===== src/hdl/cct_pkg.sv =====
`timescale 1ns / 1ps
// Shared types and constants for the character-class tokenizer.
// No dependencies; used by char_class_tokenizer_core.
package cct_pkg;

    localparam logic [2:0] CLS_EXPR     = 3'd0;
    localparam logic [2:0] CLS_LINE     = 3'd1;
    localparam logic [2:0] CLS_NUMBER   = 3'd2;
    localparam logic [2:0] CLS_BRACKET  = 3'd3;
    localparam logic [2:0] CLS_OPERATOR = 3'd4;
    localparam logic [2:0] CLS_STRING   = 3'd5;
    localparam logic [2:0] CLS_NULL     = 3'd6;
    localparam logic [2:0] CLS_SPACE    = 3'd7;

    localparam logic [1:0] MODE_NORMAL  = 2'd0;
    localparam logic [1:0] MODE_STRING  = 2'd1;
    localparam logic [1:0] MODE_COMMENT = 2'd2;

    localparam logic [7:0] CH_NEWLINE = 8'h0A;
    localparam logic [7:0] CH_QUOTE   = 8'h22;
    localparam logic [7:0] CH_HASH    = 8'h23;

    typedef struct packed {
        logic [7:0] text_byte;
        logic       end_of_text;
    } text_t;

    typedef struct packed {
        logic [7:0] token_byte;
        logic [2:0] token_class;
        logic       token_first;
        logic       token_last;
        logic       string_error;
    } token_t;

    function automatic logic [2:0] classify(input logic [7:0] b);
        logic [2:0] cls;
        case (b) inside
            [8'h61:8'h7A], [8'h41:8'h5A], 8'h5F, 8'hC3, 8'hB1, 8'h91: cls = CLS_EXPR;
            8'h3B, 8'h0A:                                            cls = CLS_LINE;
            8'h2E, [8'h30:8'h39]:                                    cls = CLS_NUMBER;
            8'h28, 8'h29:                                            cls = CLS_BRACKET;
            8'h2B, 8'h2D, 8'h2A, 8'h2F, 8'h3D, 8'h25:                cls = CLS_OPERATOR;
            8'h20:                                                   cls = CLS_SPACE;
            8'h22:                                                   cls = CLS_STRING;
            default:                                                 cls = CLS_NULL;
        endcase
        return cls;
    endfunction

endpackage


===== src/hdl/char_class_tokenizer_core.sv =====
`timescale 1ns / 1ps
// Character-class tokenizer: byte stream in, classed token bytes out.
// Depends on cct_pkg for the channel structs, class codes and classify().
//
// Usage: source text enters on the text channel (text_valid / text_stall /
// text), one byte per transfer, with end_of_text set on the final byte.
// Kept bytes leave on the token channel (token_valid / token_stall / token)
// with their class and first/last marks. Space runs and comments are dropped.
// Each byte is held back until the next byte arrives, so that its last mark
// is known; the final byte of a text flushes both the held byte and itself.
// Throughput: one text byte per cycle while text_stall is low. A byte's
// result is written into a four-entry output queue at the edge that accepts
// the following byte (or at its own edge when end_of_text is set) and is
// offered on the token channel from the queue once it reaches the head.
// The text side is stalled whenever the queue has fewer than two free
// entries, since one transfer can produce two results. A stall on the token
// side holds the queue head; the text side runs on until fewer than two
// entries are free. Reset empties the queue and returns the lexer to normal
// mode with no held byte; the first byte after end_of_text starts a new text.
module char_class_tokenizer_core (
    input  logic            clk,
    input  logic            rst_n,
    input  logic            text_valid,
    output logic            text_stall,
    input  cct_pkg::text_t  text,
    output logic            token_valid,
    input  logic            token_stall,
    output cct_pkg::token_t token
);

    typedef enum logic [1:0] {
        ACT_DROP,
        ACT_START,
        ACT_CONT
    } action_t;

    localparam int QDEPTH = 4;
    localparam int QAW    = $clog2(QDEPTH);
    localparam logic [QAW:0] QLIMIT = (QAW + 1)'(QDEPTH - 2);

    // lexer state
    logic [7:0] held_byte_reg;
    logic       held_valid_reg;
    logic [2:0] run_class_reg;
    logic [1:0] lex_mode_reg;
    logic       held_first_reg;

    logic [7:0] held_byte_next;
    logic       held_valid_next;
    logic [2:0] run_class_next;
    logic [1:0] lex_mode_next;
    logic       held_first_next;

    // output queue
    cct_pkg::token_t queue_reg [QDEPTH];
    logic [QAW-1:0]  wr_ptr_reg, wr_ptr_next;
    logic [QAW-1:0]  rd_ptr_reg, rd_ptr_next;
    logic [QAW:0]    count_reg, count_next;

    logic            accept;
    logic            pop;
    logic [1:0]      push_n;
    cct_pkg::token_t push0, push1;
    cct_pkg::token_t res_held, res_final;
    logic            res_held_valid, res_final_valid;

    logic [7:0] b;
    logic [1:0] mode;
    logic [1:0] mode_new;
    logic [2:0] cls;
    action_t    action;
    logic       decided;
    logic       err;
    logic       nv_valid;
    logic [2:0] nv_class;
    logic       nv_first;

    assign text_stall  = (count_reg > QLIMIT);
    assign accept      = text_valid & ~text_stall;
    assign token_valid = (count_reg != '0);
    assign token       = queue_reg[rd_ptr_reg];
    assign pop         = token_valid & ~token_stall;

    always_comb
    begin
        b        = text.text_byte;
        mode     = (lex_mode_reg > cct_pkg::MODE_COMMENT) ? cct_pkg::MODE_NORMAL
                                                          : lex_mode_reg;
        mode_new = mode;
        cls      = cct_pkg::CLS_SPACE;
        action   = ACT_DROP;
        decided  = 1'b0;

        if (mode == cct_pkg::MODE_COMMENT)
        begin
            if (b == cct_pkg::CH_NEWLINE)
                mode_new = cct_pkg::MODE_NORMAL;
            else
                decided = 1'b1;
        end
        else if (mode == cct_pkg::MODE_STRING)
        begin
            cls     = cct_pkg::CLS_STRING;
            action  = held_valid_reg ? ACT_CONT : ACT_START;
            decided = 1'b1;
            if (b == cct_pkg::CH_QUOTE)
                mode_new = cct_pkg::MODE_NORMAL;
        end

        if (!decided)
        begin
            if (b == cct_pkg::CH_HASH)
                mode_new = cct_pkg::MODE_COMMENT;
            else
            begin
                cls = cct_pkg::classify(b);
                if (cls == cct_pkg::CLS_SPACE)
                    action = ACT_DROP;
                else if (cls == cct_pkg::CLS_STRING)
                begin
                    action   = ACT_START;
                    mode_new = cct_pkg::MODE_STRING;
                end
                else if (held_valid_reg && run_class_reg == cls &&
                         cls != cct_pkg::CLS_BRACKET)
                    action = ACT_CONT;
                else
                    action = ACT_START;
            end
        end

        err = text.end_of_text && (mode_new == cct_pkg::MODE_STRING);

        // the byte now held back flushes with its last mark settled
        res_held_valid        = held_valid_reg;
        res_held.token_byte   = held_byte_reg;
        res_held.token_class  = run_class_reg;
        res_held.token_first  = held_first_reg;
        res_held.token_last   = (action != ACT_CONT);
        res_held.string_error = err;

        nv_valid = (action != ACT_DROP);
        nv_class = nv_valid ? cls : cct_pkg::CLS_SPACE;
        nv_first = (action != ACT_CONT);

        res_final_valid        = text.end_of_text && nv_valid;
        res_final.token_byte   = b;
        res_final.token_class  = nv_class;
        res_final.token_first  = nv_first;
        res_final.token_last   = 1'b1;
        res_final.string_error = err;

        held_byte_next  = held_byte_reg;
        held_valid_next = held_valid_reg;
        run_class_next  = run_class_reg;
        lex_mode_next   = lex_mode_reg;
        held_first_next = held_first_reg;
        push_n          = 2'd0;
        push0           = res_held;
        push1           = res_final;

        if (accept)
        begin
            if (text.end_of_text)
            begin
                // end of text: back to the reset state for the next text
                held_byte_next  = '0;
                held_valid_next = 1'b0;
                run_class_next  = cct_pkg::CLS_SPACE;
                lex_mode_next   = cct_pkg::MODE_NORMAL;
                held_first_next = 1'b1;
            end
            else
            begin
                held_byte_next  = nv_valid ? b : held_byte_reg;
                held_valid_next = nv_valid;
                run_class_next  = nv_class;
                lex_mode_next   = mode_new;
                held_first_next = nv_first;
            end
            push_n = {1'b0, res_held_valid} + {1'b0, res_final_valid};
            if (!res_held_valid)
                push0 = res_final;
        end
    end

    always_comb
    begin
        wr_ptr_next = wr_ptr_reg + QAW'(push_n);
        rd_ptr_next = rd_ptr_reg + QAW'(pop);
        count_next  = count_reg + (QAW + 1)'(push_n) - (QAW + 1)'(pop);
    end

    always_ff @(posedge clk or negedge rst_n)
    begin
        if (!rst_n)
        begin
            held_byte_reg  <= '0;
            held_valid_reg <= 1'b0;
            run_class_reg  <= cct_pkg::CLS_SPACE;
            lex_mode_reg   <= cct_pkg::MODE_NORMAL;
            held_first_reg <= 1'b1;
            wr_ptr_reg     <= '0;
            rd_ptr_reg     <= '0;
            count_reg      <= '0;
        end
        else
        begin
            held_byte_reg  <= held_byte_next;
            held_valid_reg <= held_valid_next;
            run_class_reg  <= run_class_next;
            lex_mode_reg   <= lex_mode_next;
            held_first_reg <= held_first_next;
            wr_ptr_reg     <= wr_ptr_next;
            rd_ptr_reg     <= rd_ptr_next;
            count_reg      <= count_next;
        end
    end

    // queue storage: up to two writes per transfer, no reset needed
    always_ff @(posedge clk)
    begin
        if (push_n != 2'd0)
            queue_reg[wr_ptr_reg] <= push0;
        if (push_n == 2'd2)
            queue_reg[wr_ptr_reg + QAW'(1)] <= push1;
    end

endmodule

===== config.mk =====
export PLATFORM = sky130hd
export DESIGN_NAME = char_class_tokenizer_core
export DESIGN_NICKNAME = d
export VERILOG_FILES = /design/src/hdl/cct_pkg.sv /design/src/hdl/char_class_tokenizer_core.sv
export SDC_FILE = /design/constraint.sdc
export NUM_CORES = 1
export LEC_CHECK = 0
export BUFFER_PORTS_ARGS = -buffer_cell sky130_fd_sc_hd__buf_2
export CAP_MARGIN = 20
export CORE_MARGIN = 5
export CORE_UTILIZATION = 40
export CTS_CLUSTER_DIAMETER = 80
export CTS_CLUSTER_SIZE = 20
export DETAILED_ROUTE_END_ITERATION = 8
export GPL_ROUTABILITY_DRIVEN = 0
export MAX_ROUTING_LAYER = met4
export PLACE_DENSITY = 0.66
export SLEW_MARGIN = 30
export SYNTH_ARGS = -nofsm -noshare
export SYNTH_HDL_FRONTEND = slang
export SYNTH_SLANG_ARGS = --single-unit

===== constraint.sdc =====
create_clock -name clk -period 3.3 [get_ports clk]
set_clock_uncertainty 0.1 [all_clocks]
set_input_delay 0.33 -clock clk [delete_from_list [all_inputs] [get_ports clk]]
set_output_delay 0.33 -clock clk [all_outputs]
set_load 0.01 [all_outputs]

# After elaboration in Yosys (flattened, before gate mapping)
# Memories as Yosys holds them, arrays and structs flattened.
# Index checks and enable logic that the tools add are counted.
totals:
  regBits: 22
  ramBits: 56
  input_bits: 13
  output_inout_bits: 16
  mem_count: 1
memory_table:
  columns: ["memory", "depth", "word_bits", "read_ports", "rd_ports_with_merged_regs", "wr", "line", "text"]
  rows:
  - ["queue_reg", 4, 14, 1, 0, 2, "char_class_tokenizer_core.sv:55", "cct_pkg::token_t queue_reg [QDEPTH];"]
classes:
  bitwise_logic: 4
  eq_ne: 27
  n_addsub: 6
  reduce_logical: 17
  magnitude_cmp: 8
  mux: 47
ops:
  columns: ["op", "count"]
  rows:
  - ["$eq 8x6->1 const B", 13]
  - ["$mux 2", 23]
  - ["$mux 3", 11]
  - ["$mux 14", 2]
  - ["$eq 8x8->1 const B", 3]
  - ["$ge 8x7->1 const B", 2]
  - ["$le 8x7->1 const B", 2]
  - ["$mux 8", 2]
  - ["$reduce_or 6->1", 2]
  - ["$mux 1", 9]
  - ["$eq 8x4->1 const B", 1]
  - ["$eq 8x7->1 const B", 1]
  - ["$ge 8x6->1 const B", 1]
  - ["$le 8x6->1 const B", 1]
  - ["$logic_and 1x1->1", 7]
  - ["$eq 3x3->1 const B", 2]
  - ["$reduce_bool 2->1", 3]
  - ["$reduce_or 2->1", 3]
  - ["$eq 2x1->1 const B", 2]
  - ["$eq 2x2->1 const B", 2]
  - ["$add 3x2->3", 1]
  - ["$eq 3x3->1", 1]
  - ["$gt 3x2->1 const B", 1]
  - ["$ne 3x2->1 const B", 1]
  - ["11 further kinds", 13]

# Depth between registers and ports, before layout
logic_depth:
  ltp_word: 25
  mapped_depth: 15
  depth_no_buf: 14

# Least setup slack after synthesis
# Ideal clock, no wire load.
synth_path:
  kind: "input to register"
  start: "in text[4] (netlist bit)"
  end: "reg count_reg[2]"
  setup_time_ns: 0.123
  arrival_time_ns: 2.989
  t_required_ns: 3.077
  setup_slack_ns: 0.089
  cell_stages: 15
  path_buffers: 2
  path_cell_list: "buf_2 clkbuf_1 nor4b_1 nand2_1 o22a_1 and2_1 ha_1 nand2_1 ha_1 inv_1 ha_1 inv_1 fa_1 xor2_1 xnor2_1"
synth_between:
  elab_chain_len: 24
synth_rtl:
  columns: ["item", "line", "text"]
  rows:
  - ["start, declared", "char_class_tokenizer_core.sv:25", "input cct_pkg::text_t text,"]
  - ["$eq 8x6->1", "char_class_tokenizer_core.sv:116", "cls = cct_pkg::classify(b);"]
  - ["$mux 2 (3 in a row)", "cct_pkg.sv:38", "case (b) inside"]
  - ["$mux 3 (4 in a row)", "cct_pkg.sv:38", null]
  - ["$mux 3", "char_class_tokenizer_core.sv:112", "if (b == cct_pkg::CH_HASH)"]
  - ["$mux 3", "char_class_tokenizer_core.sv:110", "if (!decided)"]
  - ["$eq 3x3->1", "char_class_tokenizer_core.sv:124", "else if (held_valid_reg && run_class_reg == cls &&"]
  - ["$logic_and 1x1->1 (2 in a row)", "char_class_tokenizer_core.sv:124", null]
  - ["$mux 2", "char_class_tokenizer_core.sv:124", null]
  - ["[... 3 more ...]", null, null]
  - ["$mux 2 *", "char_class_tokenizer_core.sv:110", null]
  - ["$reduce_bool 2->1 *", "char_class_tokenizer_core.sv:142", "nv_valid = (action != ACT_DROP);"]
  - ["$logic_and 1x1->1 *", "char_class_tokenizer_core.sv:146", "res_final_valid = text.end_of_text && nv_valid;"]
  - ["$add 1x1->2 *", "char_class_tokenizer_core.sv:181", "push_n = {1'b0, res_held_valid} + {1'b0, res_final_valid};"]
  - ["$mux 2 *", "char_class_tokenizer_core.sv:162", "if (accept)"]
  - ["$add 3x2->3 *", "char_class_tokenizer_core.sv:191", "count_next = count_reg + (QAW + 1)'(push_n) - (QAW + 1)'(pop);"]
  - ["$sub 3x1->3 *", "char_class_tokenizer_core.sv:191", null]
  - ["via count_next[2]", "char_class_tokenizer_core.sv:58", "logic [QAW:0] count_reg, count_next;"]
  - ["end signal, assigned", "char_class_tokenizer_core.sv:216", "count_reg <= count_next;"]
  - ["end, declared", "char_class_tokenizer_core.sv:58", null]
# Mark *: on every way through the listed nets, which the timed path passes. The rest lies on a longest branch. The select of a mux whose other input is x is not followed.
# A chain may end at the register's enable or synchronous reset.

# Worst setup path in the final report
layout_path:
  start: "reg lex_mode_reg[1]"
  end: "reg count_reg[2]"
layout_between:
  elab_chain_len: 13
layout_rtl:
  columns: ["item", "line", "text"]
  rows:
  - ["start, declared", "char_class_tokenizer_core.sv:45", "logic [1:0] lex_mode_reg;"]
  - ["start signal, assigned", "char_class_tokenizer_core.sv:201", "lex_mode_reg <= cct_pkg::MODE_NORMAL;"]
  - ["start signal, assigned", "char_class_tokenizer_core.sv:212", "lex_mode_reg <= lex_mode_next;"]
  - ["$gt 2x2->1", "char_class_tokenizer_core.sv:87", "mode = (lex_mode_reg > cct_pkg::MODE_COMMENT) ? cct_pkg::MODE_NORMAL"]
  - ["$mux 2 *", "char_class_tokenizer_core.sv:87", null]
  - ["$eq 2x1->1", "char_class_tokenizer_core.sv:101", "else if (mode == cct_pkg::MODE_STRING)"]
  - ["$mux 2", "char_class_tokenizer_core.sv:101", null]
  - ["$mux 2", "char_class_tokenizer_core.sv:94", "if (mode == cct_pkg::MODE_COMMENT)"]
  - ["$mux 2", "char_class_tokenizer_core.sv:112", null]
  - ["$mux 2 *", "char_class_tokenizer_core.sv:110", null]
  - ["$reduce_bool 2->1 *", "char_class_tokenizer_core.sv:142", null]
  - ["$logic_and 1x1->1 *", "char_class_tokenizer_core.sv:146", null]
  - ["$add 1x1->2 *", "char_class_tokenizer_core.sv:181", null]
  - ["$mux 2 *", "char_class_tokenizer_core.sv:162", null]
  - ["$add 3x2->3 *", "char_class_tokenizer_core.sv:191", null]
  - ["$sub 3x1->3 *", "char_class_tokenizer_core.sv:191", null]
  - ["via count_next[2]", "char_class_tokenizer_core.sv:58", null]
# Mark *: on every way through the listed nets, which the timed path passes. The rest lies on a longest branch.

==> reports/summary.txt <==
Bufs on Longest Clock Path = 2
WP data arrival = 3.19 ns
outcome = completed
Pins Over Slew Limit = 0
TritonCTS clock tree = yes
Hold WC Path Type = input port to flip-flop
vias per cell = 5.74
Distinct cells, synth = 61
area grow syn2layout = 13.6%
area of the multi-input gates = 1900 sq um
Core ar. = 10,400 sq um
count leader, synth = edfxtp_1
number of global-route vias before repair = 2,980
syn_nets = 392
register area = 2200 sq um
placed cells = 530
vias = 3,155
final hold viol count = 0
# setup viols final = 0
I/O pin total = 29
DRT Wirelength = 9.69 mm
Slew @ Worst Pin = 0.817 ns
number of synthesized register bits = 78
root buffer cell = clkbuf_8
antenna-violating nets left = 0
Leakage = 1.86 nW
top cell type's share of synthesized area = 0.366
Synth area leader = edfxtp_1
r2r worst-path depth = 13
nets = 429
Post-Syn Area = 4270 sq um
die area = 12,800 sq um
fillers = 960
post-route setup slack = 0.236 ns
worst relative slew slack = 0.454
fin crit share = 0.929
largest net degree at the start of global routing = 23
Tot GR Track Use = 0.160
worst vdd ir = 0.257 mV
RSZ-0062 raised after global routing = false
Clk Latency, worst-skew pair = 0.34 ns
crit-path max FO = 6
Area after DPL = 4620 sq um
Synthesis Warnings = 0
reg2reg setup slack = 0.24 ns
pwr dens = 666 nW/um^2
destination of the critical timing path = count_reg[2]
Remaining DRCs = 0
Worst Setup Path Type = flip-flop to flip-flop
Sink Count = 78
htree depth = 3
RR Endpoint = count_reg[2]
main area contributors after synthesis = edfxtp_1 (37%), dfrtp_1 (11%), mux4_2 (7.4%), a22o_1 (7.0%), nand2_1 (3.1%)
top cells by count, synth = edfxtp_1 (52), nand2_1 (35), a22o_1 (34)
FFs w/ async S/R, synth = 0.282
DRT iter0 DRCs = 227
row count = 37
fin area = 4850 sq um
Worst EP required = 3.43 ns
min cycle time layout = 3.06 ns
first-pass GRT wire length = 15.9 mm
layout cells sized above 1 = 0.232
reg2reg start = lex_mode_reg[1]
Syn Inst Count = 372
Die Y = 113 um
Mean Syn Cell Area = 11.5 sq um
Largest register FFs = 56
Crit. Startpoint = lex_mode_reg[1]
Main synth FF type = edfxtp_1
initial antenna violation count = 0
Critical Path Source Type = flip-flop
wire length per cell = 17.6 um
Post-synth EDFFs = 52
Worst-path clk slew = 0.08 ns
pre-CTS setup slack = -0.00530 ns
Antenna diodes = 0
DRT Pass-1 Iters = 4
PortBufs = 28
hpwl dp = 7.21 mm
max-cap check violation count = 0
Total Power = 0.00323 W
initial core utilization = 0.411
GRT overflow = 0
register area share after synthesis = 0.515
Worst setup EP type = flip-flop
non-filler cells in the finished layout = 550
max frequency = 0.326 GHz
Die W = 113 um
CTS buffer count = 9
-- placed cells by master, fill, tap and decap left out, types with 5 or more instances in the layout --
cell      instances
ha_1              6
a22o_1           34
clkbuf_8          9
inv_1            13
mux4_2           14
xor2_1            5
buf_4            23
buf_2            28
nand3b_1          5
a21oi_1          18
o21ai_0          25
nor3_1            7
dfrtp_1          18
edfxtp_1         52
o22ai_1           5
nor2_1           24
nand2_1          35
nand3_1           7
-- power breakdown --
part / total [W] / internal (W) / switching, W
clock network: 0.000683 / 0.000344 / 0.000339
logic: 0.00113 / 0.000550 / 0.000578
registers: 0.00141 / 0.00121 / 0.000202
-- layer usage --
metal  routed length, um  track usage  vias to the layer above
met2                4470        0.235                      113
met3                 492       0.0273                       14
met4                 159       0.0441                        0
met5                   0            -                        -
met1                4570        0.228                     1533
li1                    -            -                     1495
-- cells by family (layout without fill, tap and decap cells) --
| logic type | Yosys count | after routing | share of synthesized area |
|---|---|---|---|
| and+or+nand+nor | 117 | 117 | 0.146 |
| adders and majority gates | 7 | 7 | 0.0223 |
| xor gates and xnor gates | 9 | 9 | 0.0185 |
| buffers and inverters | 40 | 82 | 0.0411 |
| AOI/OAI and AO/OA | 103 | 103 | 0.174 |
| DFF | 78 | 78 | 0.515 |
| muxes | 18 | 18 | 0.0839 |
-- timing repair --
item                                   4_1_cts  5_1_grt
resized for setup                            0        3
endpoints found under the hold margin       18        0
setup buffers                                0        3
hold buffers                                 1        0
setup endpoints to repair                    0        9
-- critical path: stages, from the launching register on --
cell     delay [ns]
dfrtp_1        0.39
inv_1          0.13
a41o_1         0.27
o22a_1         0.24
and2_1         0.17
ha_1           0.34
nand2_1        0.10
ha_1           0.29
inv_1          0.07
ha_1           0.14
inv_1          0.05
fa_1           0.37
xor2_1         0.16
xnor2_1        0.13
-- metrics by stage --
step	utilization	setup TNS [ns]	hold WS [ns]
after floorplan	-	0	-0.0656
after global placement	0.446	0	0.223
after detailed placement	0.446	-0.00664	0.228
after CTS	0.465	0	0.138
after global routing	0.468	0	0.155
final	0.468	0	0.150
-- cell type report --
class                      count  area share
multi-input combinational    254       0.392
clock inverter                 7      0.0132
sequential                    78       0.453
inverter                      13      0.0101
clock buffer                   9      0.0255
tap                          136      0.0351
timing repair buffer          53      0.0707
-- worst min-delay path by stage --
stage            start         endpoint  slack (ns)  depth (start not counted)
5_1_grt        text[0]  lex_mode_reg[1]        0.15                          2
4_1_cts        text[0]  lex_mode_reg[1]        0.14                          2
2_1_floorplan    rst_n     count_reg[0]       -0.07                          0
6_report       text[0]  lex_mode_reg[1]        0.15                          2
3_3_place_gp     rst_n     count_reg[0]        0.22                          1
3_5_place_dp     rst_n     count_reg[0]        0.23                          1
Power figures use the tool's default switching activity.
